<file path="src/rtl/lrfg_pkg.sv">
// ----------------------------------------------------------------------------
// LUT refresh feedback gate - package
// Widths, register codes, reset values, shared types and helper functions.
// ----------------------------------------------------------------------------
package lrfg_pkg;

	localparam int MEAN_W      = 12;
	localparam int CLIP_W      = 11;
	localparam int CNT_W       = 8;
	localparam int IDX_W       = 3;
	localparam int CFG_DATA_W  = 12;
	localparam int IN_TDATA_W  = 40;
	localparam int OUT_TDATA_W = 40;
	localparam int LPF_SHIFT   = 2;

	localparam logic [CNT_W-1:0] CNT_MAX = '1;

	localparam logic [CNT_W-1:0]  RST_MIN_INTERVAL = 8'd3;
	localparam logic [CNT_W-1:0]  RST_MAX_INTERVAL = 8'd60;
	localparam logic [MEAN_W-1:0] RST_LUMA_THR     = 12'd128;
	localparam logic [CLIP_W-1:0] RST_CLIP_THR     = 11'd48;
	localparam logic [CNT_W-1:0]  RST_CONFIRM      = 8'd3;
	localparam logic [CNT_W-1:0]  RST_COOLDOWN     = 8'd10;

	typedef enum logic [IDX_W-1:0] {
		REG_MIN_INTERVAL = 3'd0,
		REG_MAX_INTERVAL = 3'd1,
		REG_LUMA_THR     = 3'd2,
		REG_CLIP_THR     = 3'd3,
		REG_CONFIRM      = 3'd4,
		REG_COOLDOWN     = 3'd5
	} reg_idx_t;

	typedef enum logic {
		KIND_OBSERVE = 1'b0,
		KIND_COMMIT  = 1'b1
	} kind_t;

	typedef struct packed {
		logic [MEAN_W-1:0] mean;
		logic [CLIP_W-1:0] high;
		logic [CLIP_W-1:0] low;
	} stats_t;

	typedef struct packed {
		logic [CNT_W-1:0]  min_interval;
		logic [CNT_W-1:0]  max_interval;
		logic [MEAN_W-1:0] luma_thr;
		logic [CLIP_W-1:0] clip_thr;
		logic [CNT_W-1:0]  confirm;
		logic [CNT_W-1:0]  cooldown;
	} cfg_t;

	// one transaction leaving the input stage this cycle
	typedef struct packed {
		logic obs;
		logic commit;
	} step_t;

	typedef struct packed {
		stats_t cur;
		stats_t nxt;
		logic   primed;
	} filt_status_t;

	// prev + floor((cur - prev) / 4); result always lies between prev and cur
	function automatic logic [MEAN_W-1:0] smooth(input logic [MEAN_W-1:0] prev,
			input logic [MEAN_W-1:0] cur);
		logic signed [MEAN_W:0] diff;
		logic signed [MEAN_W:0] step;
		logic [MEAN_W:0]        sum;
		diff = signed'({1'b0, cur}) - signed'({1'b0, prev});
		step = diff >>> LPF_SHIFT;
		sum  = {1'b0, prev} + unsigned'(step);
		return sum[MEAN_W-1:0];
	endfunction

	function automatic logic [MEAN_W-1:0] absdiff(input logic [MEAN_W-1:0] a,
			input logic [MEAN_W-1:0] b);
		return (a >= b) ? (a - b) : (b - a);
	endfunction

endpackage

</file>
<file path="src/rtl/lrfg_cfg.sv">
// ----------------------------------------------------------------------------
// LUT refresh feedback gate - configuration registers
// Write-only register bank with reset defaults.
// ----------------------------------------------------------------------------
module lrfg_cfg (
	input  logic                          clk,
	input  logic                          arst_n,
	input  logic                          cfg_valid,
	output logic                          cfg_ready,
	input  logic [lrfg_pkg::IDX_W-1:0]    cfg_index,
	input  logic [lrfg_pkg::CFG_DATA_W-1:0] cfg_data,
	output lrfg_pkg::cfg_t                cfg
);
	import lrfg_pkg::*;

	cfg_t cfg_q;

	assign cfg_ready = 1'b1;
	assign cfg       = cfg_q;

	always_ff @(posedge clk or negedge arst_n) begin
		if (!arst_n) begin
			cfg_q.min_interval <= RST_MIN_INTERVAL;
			cfg_q.max_interval <= RST_MAX_INTERVAL;
			cfg_q.luma_thr     <= RST_LUMA_THR;
			cfg_q.clip_thr     <= RST_CLIP_THR;
			cfg_q.confirm      <= RST_CONFIRM;
			cfg_q.cooldown     <= RST_COOLDOWN;
		end else if (cfg_valid) begin
			case (reg_idx_t'(cfg_index))
				REG_MIN_INTERVAL: cfg_q.min_interval <= cfg_data[CNT_W-1:0];
				REG_MAX_INTERVAL: cfg_q.max_interval <= cfg_data[CNT_W-1:0];
				REG_LUMA_THR:     cfg_q.luma_thr     <= cfg_data[MEAN_W-1:0];
				REG_CLIP_THR:     cfg_q.clip_thr     <= cfg_data[CLIP_W-1:0];
				REG_CONFIRM:      cfg_q.confirm      <= cfg_data[CNT_W-1:0];
				REG_COOLDOWN:     cfg_q.cooldown     <= cfg_data[CNT_W-1:0];
				default: begin
				end
			endcase
		end
	end

endmodule

</file>
<file path="src/rtl/lrfg_filter.sv">
// ----------------------------------------------------------------------------
// LUT refresh feedback gate - statistics filter
// Quarter-step low-pass on mean and clip values; first sample loads directly.
// ----------------------------------------------------------------------------
module lrfg_filter (
	input  logic                   clk,
	input  logic                   arst_n,
	input  lrfg_pkg::step_t        step,
	input  lrfg_pkg::stats_t       sample,
	output lrfg_pkg::filt_status_t status
);
	import lrfg_pkg::*;

	stats_t filt_q;
	stats_t filt_d;
	logic   primed_q;
	logic [MEAN_W-1:0] high_sm;
	logic [MEAN_W-1:0] low_sm;

	always_comb begin
		high_sm = smooth({1'b0, filt_q.high}, {1'b0, sample.high});
		low_sm  = smooth({1'b0, filt_q.low}, {1'b0, sample.low});
		if (!primed_q) begin
			filt_d = sample;
		end else begin
			filt_d.mean = smooth(filt_q.mean, sample.mean);
			filt_d.high = high_sm[CLIP_W-1:0];
			filt_d.low  = low_sm[CLIP_W-1:0];
		end
	end

	always_ff @(posedge clk or negedge arst_n) begin
		if (!arst_n) begin
			filt_q   <= '0;
			primed_q <= 1'b0;
		end else if (step.obs) begin
			filt_q   <= filt_d;
			primed_q <= 1'b1;
		end
	end

	assign status.cur    = filt_q;
	assign status.nxt    = filt_d;
	assign status.primed = primed_q;

endmodule

</file>
<file path="src/rtl/lrfg_gate.sv">
// ----------------------------------------------------------------------------
// LUT refresh feedback gate - refresh decision
// Commit reference, cooldown, interval and streak counters, request logic.
// ----------------------------------------------------------------------------
module lrfg_gate (
	input  logic                   clk,
	input  logic                   arst_n,
	input  lrfg_pkg::step_t        step,
	input  lrfg_pkg::filt_status_t status,
	input  lrfg_pkg::cfg_t         cfg,
	output logic                   refresh_req
);
	import lrfg_pkg::*;

	stats_t           comm_q, comm_d;
	logic             seen_q, seen_d;
	logic [CNT_W-1:0] fsc_q, fsc_d;
	logic [CNT_W-1:0] cool_q, cool_d;
	logic [CNT_W-1:0] streak_q, streak_d;
	logic [CNT_W-1:0] fsc_inc;
	logic [CNT_W-1:0] streak_inc;
	logic             over_thr;
	logic             changed;

	always_comb begin
		fsc_inc    = (fsc_q == CNT_MAX) ? fsc_q : fsc_q + 1'b1;
		streak_inc = (streak_q == CNT_MAX) ? streak_q : streak_q + 1'b1;
		over_thr   = (absdiff(status.nxt.mean, comm_q.mean) > cfg.luma_thr)
			|| (absdiff({1'b0, status.nxt.high}, {1'b0, comm_q.high}) > {1'b0, cfg.clip_thr})
			|| (absdiff({1'b0, status.nxt.low}, {1'b0, comm_q.low}) > {1'b0, cfg.clip_thr});
		// min check wins over max check
		if (fsc_inc < cfg.min_interval) begin
			changed = 1'b0;
		end else if (fsc_inc >= cfg.max_interval) begin
			changed = 1'b1;
		end else begin
			changed = over_thr;
		end

		comm_d      = comm_q;
		seen_d      = seen_q;
		fsc_d       = fsc_q;
		cool_d      = cool_q;
		streak_d    = streak_q;
		refresh_req = 1'b0;

		if (step.commit) begin
			// commit before the first sample is dropped
			if (status.primed) begin
				comm_d   = status.cur;
				seen_d   = 1'b1;
				fsc_d    = '0;
				cool_d   = cfg.cooldown;
				streak_d = '0;
			end
		end else if (step.obs) begin
			fsc_d = fsc_inc;
			if (!seen_q) begin
				refresh_req = 1'b1;
			end else if (cool_q != '0) begin
				cool_d   = cool_q - 1'b1;
				streak_d = '0;
			end else if (!changed) begin
				streak_d = '0;
			end else begin
				streak_d    = streak_inc;
				refresh_req = (streak_inc >= cfg.confirm);
			end
		end
	end

	always_ff @(posedge clk or negedge arst_n) begin
		if (!arst_n) begin
			comm_q   <= '0;
			seen_q   <= 1'b0;
			fsc_q    <= '0;
			cool_q   <= '0;
			streak_q <= '0;
		end else begin
			comm_q   <= comm_d;
			seen_q   <= seen_d;
			fsc_q    <= fsc_d;
			cool_q   <= cool_d;
			streak_q <= streak_d;
		end
	end

endmodule

</file>
<file path="src/rtl/lut_refresh_feedback_gate_top.sv">
// An accepted observation passes through the input register and then the result register;
// m_axis_tvalid rises when the result register loads, which waits while the result side stalls.
// Throughput: one transaction per cycle; the input register and the result
// register both advance every cycle unless the result side stalls.
// Commit transactions produce no result and never wait on the result side.
// Reset (arst_n low, asynchronous) clears all statistics, counters and flags
// and loads the configuration defaults.
// ----------------------------------------------------------------------------
// LUT refresh feedback gate - top level
// Filters per-frame luma statistics and gates LUT refresh requests.
// ----------------------------------------------------------------------------
module lut_refresh_feedback_gate_top (
	input  logic                             clk,
	input  logic                             arst_n,
	input  logic                             s_axis_tvalid,
	output logic                             s_axis_tready,
	// [11:0] mean_in, [22:12] clip_high_in, [33:23] clip_low_in, [39:34] zero
	input  logic [lrfg_pkg::IN_TDATA_W-1:0]  s_axis_tdata,
	// [0] kind: 0 observe, 1 commit
	input  logic                             s_axis_tuser,
	output logic                             m_axis_tvalid,
	input  logic                             m_axis_tready,
	// [0] refresh_request, [12:1] filtered_mean, [23:13] filtered_clip_high,
	// [34:24] filtered_clip_low, [39:35] zero
	output logic [lrfg_pkg::OUT_TDATA_W-1:0] m_axis_tdata,
	input  logic                             cfg_valid,
	output logic                             cfg_ready,
	input  logic [lrfg_pkg::IDX_W-1:0]       cfg_index,
	input  logic [lrfg_pkg::CFG_DATA_W-1:0]  cfg_data
);
	import lrfg_pkg::*;

	localparam int PAD_W = OUT_TDATA_W - 1 - MEAN_W - 2 * CLIP_W;

	logic         valid_s1;
	kind_t        kind_s1;
	stats_t       sample_s1;
	logic         valid_s2;
	logic [OUT_TDATA_W-1:0] data_s2;

	logic         out_free;
	logic         go_s1;
	step_t        step;
	filt_status_t status;
	cfg_t         cfg;
	logic         refresh_req;

	assign out_free      = !valid_s2 || m_axis_tready;
	assign go_s1         = valid_s1 && ((kind_s1 == KIND_COMMIT) || out_free);
	assign s_axis_tready = !valid_s1 || go_s1;
	assign step.obs      = go_s1 && (kind_s1 == KIND_OBSERVE);
	assign step.commit   = go_s1 && (kind_s1 == KIND_COMMIT);

	always_ff @(posedge clk or negedge arst_n) begin
		if (!arst_n) begin
			valid_s1 <= 1'b0;
			kind_s1  <= KIND_OBSERVE;
		end else if (s_axis_tready) begin
			valid_s1 <= s_axis_tvalid;
			kind_s1  <= kind_t'(s_axis_tuser);
		end
	end

	always_ff @(posedge clk) begin
		if (s_axis_tready && s_axis_tvalid) begin
			sample_s1.mean <= s_axis_tdata[MEAN_W-1:0];
			sample_s1.high <= s_axis_tdata[MEAN_W +: CLIP_W];
			sample_s1.low  <= s_axis_tdata[MEAN_W+CLIP_W +: CLIP_W];
		end
	end

	lrfg_cfg u_cfg (
		.clk       (clk),
		.arst_n    (arst_n),
		.cfg_valid (cfg_valid),
		.cfg_ready (cfg_ready),
		.cfg_index (cfg_index),
		.cfg_data  (cfg_data),
		.cfg       (cfg)
	);

	lrfg_filter u_filter (
		.clk    (clk),
		.arst_n (arst_n),
		.step   (step),
		.sample (sample_s1),
		.status (status)
	);

	lrfg_gate u_gate (
		.clk         (clk),
		.arst_n      (arst_n),
		.step        (step),
		.status      (status),
		.cfg         (cfg),
		.refresh_req (refresh_req)
	);

	always_ff @(posedge clk or negedge arst_n) begin
		if (!arst_n) begin
			valid_s2 <= 1'b0;
		end else if (step.obs) begin
			valid_s2 <= 1'b1;
		end else if (m_axis_tready) begin
			valid_s2 <= 1'b0;
		end
	end

	always_ff @(posedge clk) begin
		if (step.obs) begin
			data_s2 <= {{PAD_W{1'b0}}, status.nxt.low, status.nxt.high, status.nxt.mean,
				refresh_req};
		end
	end

	assign m_axis_tvalid = valid_s2;
	assign m_axis_tdata  = data_s2;

endmodule

</file>
<file path="config.mk">
export PLATFORM = sky130hd
export DESIGN_NAME = lut_refresh_feedback_gate_top
export DESIGN_NICKNAME = d
export VERILOG_FILES = /design/src/rtl/lrfg_pkg.sv /design/src/rtl/lrfg_cfg.sv /design/src/rtl/lrfg_filter.sv /design/src/rtl/lrfg_gate.sv /design/src/rtl/lut_refresh_feedback_gate_top.sv
export SDC_FILE = /design/constraint.sdc
export NUM_CORES = 1
export LEC_CHECK = 0
export BUFFER_PORTS_ARGS = -buffer_cell sky130_fd_sc_hd__buf_4
export CAP_MARGIN = 20
export CORE_ASPECT_RATIO = 0.7
export CORE_UTILIZATION = 67
export DETAILED_ROUTE_END_ITERATION = 10
export PLACE_DENSITY = 0.87
export SYNTH_ARGS = -nofsm -noshare
export SYNTH_HDL_FRONTEND = slang
export SYNTH_HIERARCHICAL = 1
export SYNTH_SLANG_ARGS = --single-unit
</file>
<file path="constraint.sdc">
create_clock -name clk -period 20.9 [get_ports clk]
set_clock_uncertainty 0.2 [all_clocks]
set_input_delay 3.135 -clock clk [delete_from_list [all_inputs] [get_ports clk]]
set_output_delay 3.135 -clock clk [all_outputs]
set_load 0.05 [all_outputs]
</file>
# Yosys cells after proc, flatten, opt, wreduce, memory -nomap -nowiden

Index checks and enable logic that the tools add are counted.

Add/subtract/negate cells: 15
Magnitude comparators: 9
Eq/ne operators: 8
Muxes and demuxes: 26
Bitwise gates (word level): 1
Reduce and logical (&&, ||, !) cells: 27

Operators by type and width:

| cell                                                                  | count |
|---|---|
| 8-bit 2-to-1 mux                                                      | 15 |
| 11-bit by 11-bit subtractor with 12-bit output                        | 6 |
| 12-bit 2-to-1 mux                                                     | 3 |
| 34-bit 2-to-1 mux                                                     | 1 |
| 12-bit by 11-bit > comparator with 1-bit output                       | 2 |
| 12-bit subtractor                                                     | 2 |
| 11-bit by 10-bit adder with 11-bit output                             | 2 |
| 11-bit >= comparator                                                  | 2 |
| 8-bit by 1-bit adder with 8-bit output, second input constant         | 2 |
| 8-bit equality test, second input constant                            | 2 |
| 8-bit >= comparator                                                   | 2 |
| 2-bit AND reduction                                                   | 8 |
| 12-bit by 12-bit subtractor with 13-bit output                        | 1 |
| 12-bit adder                                                          | 1 |
| 12-bit >= comparator                                                  | 1 |
| 12-bit > comparator                                                   | 1 |
| 8-bit less-than comparator                                            | 1 |
| 2-bit nonzero test                                                    | 4 |
| 8-bit nonzero test                                                    | 1 |
| 8-bit by 1-bit subtractor with 8-bit output, second input constant    | 1 |
| 1-bit 2-to-1 mux                                                      | 7 |
| 3-bit by 2-bit equality test with 1-bit output, second input constant | 2 |
| 3-bit equality test, second input constant                            | 2 |
| 1-bit logical OR                                                      | 5 |
| 8 further kinds                                                       | 12 |

Flip-flop bits (word level): 221
Input port bits: 61
Output and inout bits: 43

# Longest topological paths before layout

Word-level depth: 15
Mapped depth: 37

# Hierarchy

The synthesis kept the hierarchy.

By module, submodules not included:

| module                        | times used | cells an instance | area each (um^2) | seq. area each (um^2) |
|---|---|---|---|---|
| lrfg_gate                     | 1          | 891               | 7,178.1          | 1,476.4 |
| lrfg_filter                   | 1          | 508               | 4,294.1          | 875.8 |
| lut_refresh_feedback_gate_top | 1          | 89                | 2,257.2          | 2,147.1 |
| lrfg_cfg                      | 1          | 122               | 2,140.8          | 1,392.6 |

# Worst setup path before layout

Ideal clock, no wire load.

Kind: register to register
Start: reg u_filter.filt_q, in the netlist u_filter/status[58]
End: reg data_s2[0], in the netlist m_axis_tdata[0] (data pin)
Setup time: 0.265 ns
Data arrival time: 6.914 ns
Data required time: 20.435 ns
Setup slack: 13.521 ns
Stages on the path, launching flop included: 31
Cells stage by stage: dfrtp_1 -> inv_1 -> ha_1 -> a2111oi_4 -> o31ai_2 -> a31oi_4 -> o21ai_0 -> a21oi_1 -> xnor2_1 -> ha_1 -> and3_1 -> and3_1 -> a311o_1 -> xnor2_1 -> xnor2_1 -> a21oi_1 -> ha_1 -> nand2_1 -> nor2_1 -> a2111oi_4 -> mux2_2 -> a311o_1 -> xor2_1 -> ha_1 -> nand4_1 -> or3_1 -> o31ai_1 -> and4_1 -> o311ai_4 -> o21ai_2 -> a221oi_2

RTL lines:

| what                   | RTL line                             | source |
|---|---|---|
| start, declared        | lrfg_filter.sv:14                    | `stats_t filt_q;` |
| start signal, assigned | lrfg_filter.sv:37                    | `filt_q <= filt_d;` |
| end signal, assigned   | lut_refresh_feedback_gate_top.sv:111 | `data_s2 <= {{PAD_W{1'b0}}, status.nxt.low, status.nxt.high, status.nxt.mean,` |
| end, declared          | lut_refresh_feedback_gate_top.sv:39  | `logic [OUT_TDATA_W-1:0] data_s2;` |

==> metrics.txt <==
distinct cell type count after synthesis=91; Post-Synth Adder-Cell Area=0.1627; Final Hold Viols=0; Crit Path Category=flop to flop; Worst path max stage delay=0.79 ns; CP Launch Type=flop; Yosys top cell area share=0.2192; Required @ worst endpoint=21.08 ns; Setup crit end kind=flop; CTS buffer count=23; Cells after Synth=1610; DR WL/cell=18.73 um; status=finished clean; total gr overflow=0; initial antenna violation count=1; compound-gate portion of the synthesized area=0.1711; CP arrival=9.61 ns; Worst-Margin Slew=1.076 ns; Most common cell on crit path=ha_1; sequential share of the synthesized area=0.3713; port bufs=91; final setup fails=0; area leader, netlist=dfrtp_1; # hold bufs at CTS=0; initial core utilization=0.6911; Die Area=24320 um^2; GRT Util Overall=0.3166; max-slew violation count=0; Placer Congestion=0.9219; Clock Sink Count=221; crit-path max FO=15; Detailed Route WL=37850 um; clk slew on worst S/H paths=0.06 ns; post-DP HPWL=27330 um; multi-input combinational cell area=9097 um^2; syn_area_per_cell=9.857 um^2; #FFs+latches synth=221; EDFF count, synth=69; largest family of logic cells by synthesized area=compound AO/OA/AOI/OAI gates; fmax=106.0 MHz; Synth Area in Simple Gates=0.1093; ratio of cells with drive above 1 in the final layout=0.1644; Root Buffer=clkbuf_16; crit share post-route=0.4512; Post-Route Setup TNS=0 ns; slew margin rel.=0.2824; post-route minimum period=9.430 ns; Max-Cap Viols=0; ys async rst share=0.6878; First-pass DRT Iterations=6; Post CTS Setup Buffer Count=0; fill cell count=1498; largest net degree at the start of global routing=99; 1st-iter DRT viols=1244; unrepaired setup endpoints after global routing=false; DR vias=12601; IO Count=104; mux contribution to synthesized area=0.08278; die span in x=186.0 um; vias per cell=6.235; Antenna Nets Post-Route=0; Hold WC Path Type=flop to flop; pre-CTS WS=11.81 ns; H-tree levels=1; cell area after synthesis=15870 um^2; Worst-Skew Late Latency=0.52 ns; Clock Path Buffers=3; prevailing post-synth register cell=dfrtp_1; CTS tree=done; area grow syn2layout=10.68%; sequential cell area=5893 um^2; Synth area leaders=dfrtp_1, ha_1, edfxtp_1; Core ar.=22960 um^2; n_diodes=0; vias in the first global route=11988; Post-route DRC=0; synth warn=6; CP max stage cell=o221ai_2; Final Worst Setup Slack=11.47 ns; height of the die=130.8 um; NumNets Final=1954; Cell Rows=46; global-route wire length before repair=60850 um; cts repair resizes=0; Synth Area in XOR/XNOR=0.04470
[cells in the mapped netlist (13+ instances only)]
master and count:
ha_1 192, inv_1 183, dfrtp_1 139, nand2_1 123
a21oi_1 105, o21ai_0 102, mux2_2 98, nor2_1 79
edfxtp_1 69, xnor2_1 60, a21o_1 43, nand3_1 28
nor3_1 22, clkbuf_1 21, mux2i_1 21, xor2_1 21
nand4_1 19, a31oi_1 17, o21a_1 17, nor2b_1 16
o21bai_1 15, dfstp_2 13, nand2b_1 13, o21ai_1 13
[path summary, 6_finish.rpt]
check / from / endpoint / slack, ns / depth (start not counted)
hold / removal: u_cfg/cfg[17] / u_cfg/cfg[17] / 0.31 / 1
max in group asynchronous: arst_n / u_filter/primed_q / 16.62 / 2
hold reg to reg: u_cfg/cfg[17] / u_cfg/cfg[17] / 0.31 / 1
setup reg to reg: u_filter/status[37] / u_gate/streak_q[2] / 11.47 / 33
min in group asynchronous: arst_n / u_gate/streak_q[2] / 2.52 / 1
setup / recovery: u_filter/status[37] / u_gate/streak_q[2] / 11.47 / 33
[critical path: cells and delay by family (launching register included)]
family / cells / cell delay (ns)
compound gates: 16 / 4.30
simple gates: 8 / 1.86
fa+ha+maj: 4 / 1.38
xor+xnor: 2 / 0.52
mux: 1 / 0.43
flops: 1 / 0.41
buf+inv: 2 / 0.19
[sequential cells by signal (all words and copies together) (netlist names), 8 cells and up]
name,cells
sample_s1,34
m_axis_tdata,35
u_gate/streak_q,8
u_gate/comm_q,34
u_gate/fsc_q,8
u_gate/cool_q,8
u_cfg/cfg,55
u_filter/status,34
[cells by family (layout without fill, tap and decap cells)]
family / Yosys count / count (layout)
DFF: 221 / 221
muxes: 119 / 119
adders and majority gates: 201 / 201
other: 2 / 6
buffers and inverters: 229 / 324
AOI/OAI and AO/OA: 406 / 406
and+or+nand+nor: 351 / 351
xor gates and xnor gates: 81 / 81
[per-layer routing]
layer / global-route usage / share of wire
met1: 0.4618 / 0.45
met2: 0.5024 / 0.45
met3: 0.04268 / 0.078
met4: 0.07473 / 0.021
met5: 0 / 0
[placed cells by master (no fill, tap or decap), types with 5 or more instances in the layout]
cell	n
o21bai_1	15
o21ai_0	102
a31oi_1	17
a21oi_1	104
conb_1	6
nand2_1	123
ha_1	192
o22ai_1	5
clkbuf_8	5
edfxtp_1	69
nor2b_1	15
mux2i_1	21
a22o_1	8
and4_1	5
fa_1	9
nand4_1	19
inv_1	183
a21o_1	43
and3_1	10
and2_1	11
nor3_1	22
nor2_1	79
mux2_2	98
o211ai_1	5
xnor2_1	60
o21a_1	17
dfrtp_1	138
clkbuf_16	24
nand3_1	28
nand2b_1	13
buf_4	96
dfstp_2	13
a211oi_1	12
o21ai_1	13
xor2_1	21
clkbuf_1	6
[through the flow]
step	cells	utilization	cell area, um^2	hold slack (ns)
after floorplan	1614	-	15890	0.2777
after global placement	1979	0.7319	16810	0.2897
after detailed placement	1979	0.7319	16810	0.2944
after CTS	2021	0.7649	17570	0.3074
after global routing	2021	0.7649	17570	0.3225
final	2021	0.7649	17570	0.3087
[cell type report]
class                      count  share of cell area
clock buffer                  35             0.03939
clock inverter                 7            0.003775
inverter                     185             0.03953
multi-input combinational   1164              0.5179
sequential                   221              0.3355
tap                          312             0.02222
timing repair buffer          97             0.04167
Power is not shown: default switching activity piles up to over one toggle a cycle in this logic, so the estimate is an artifact.
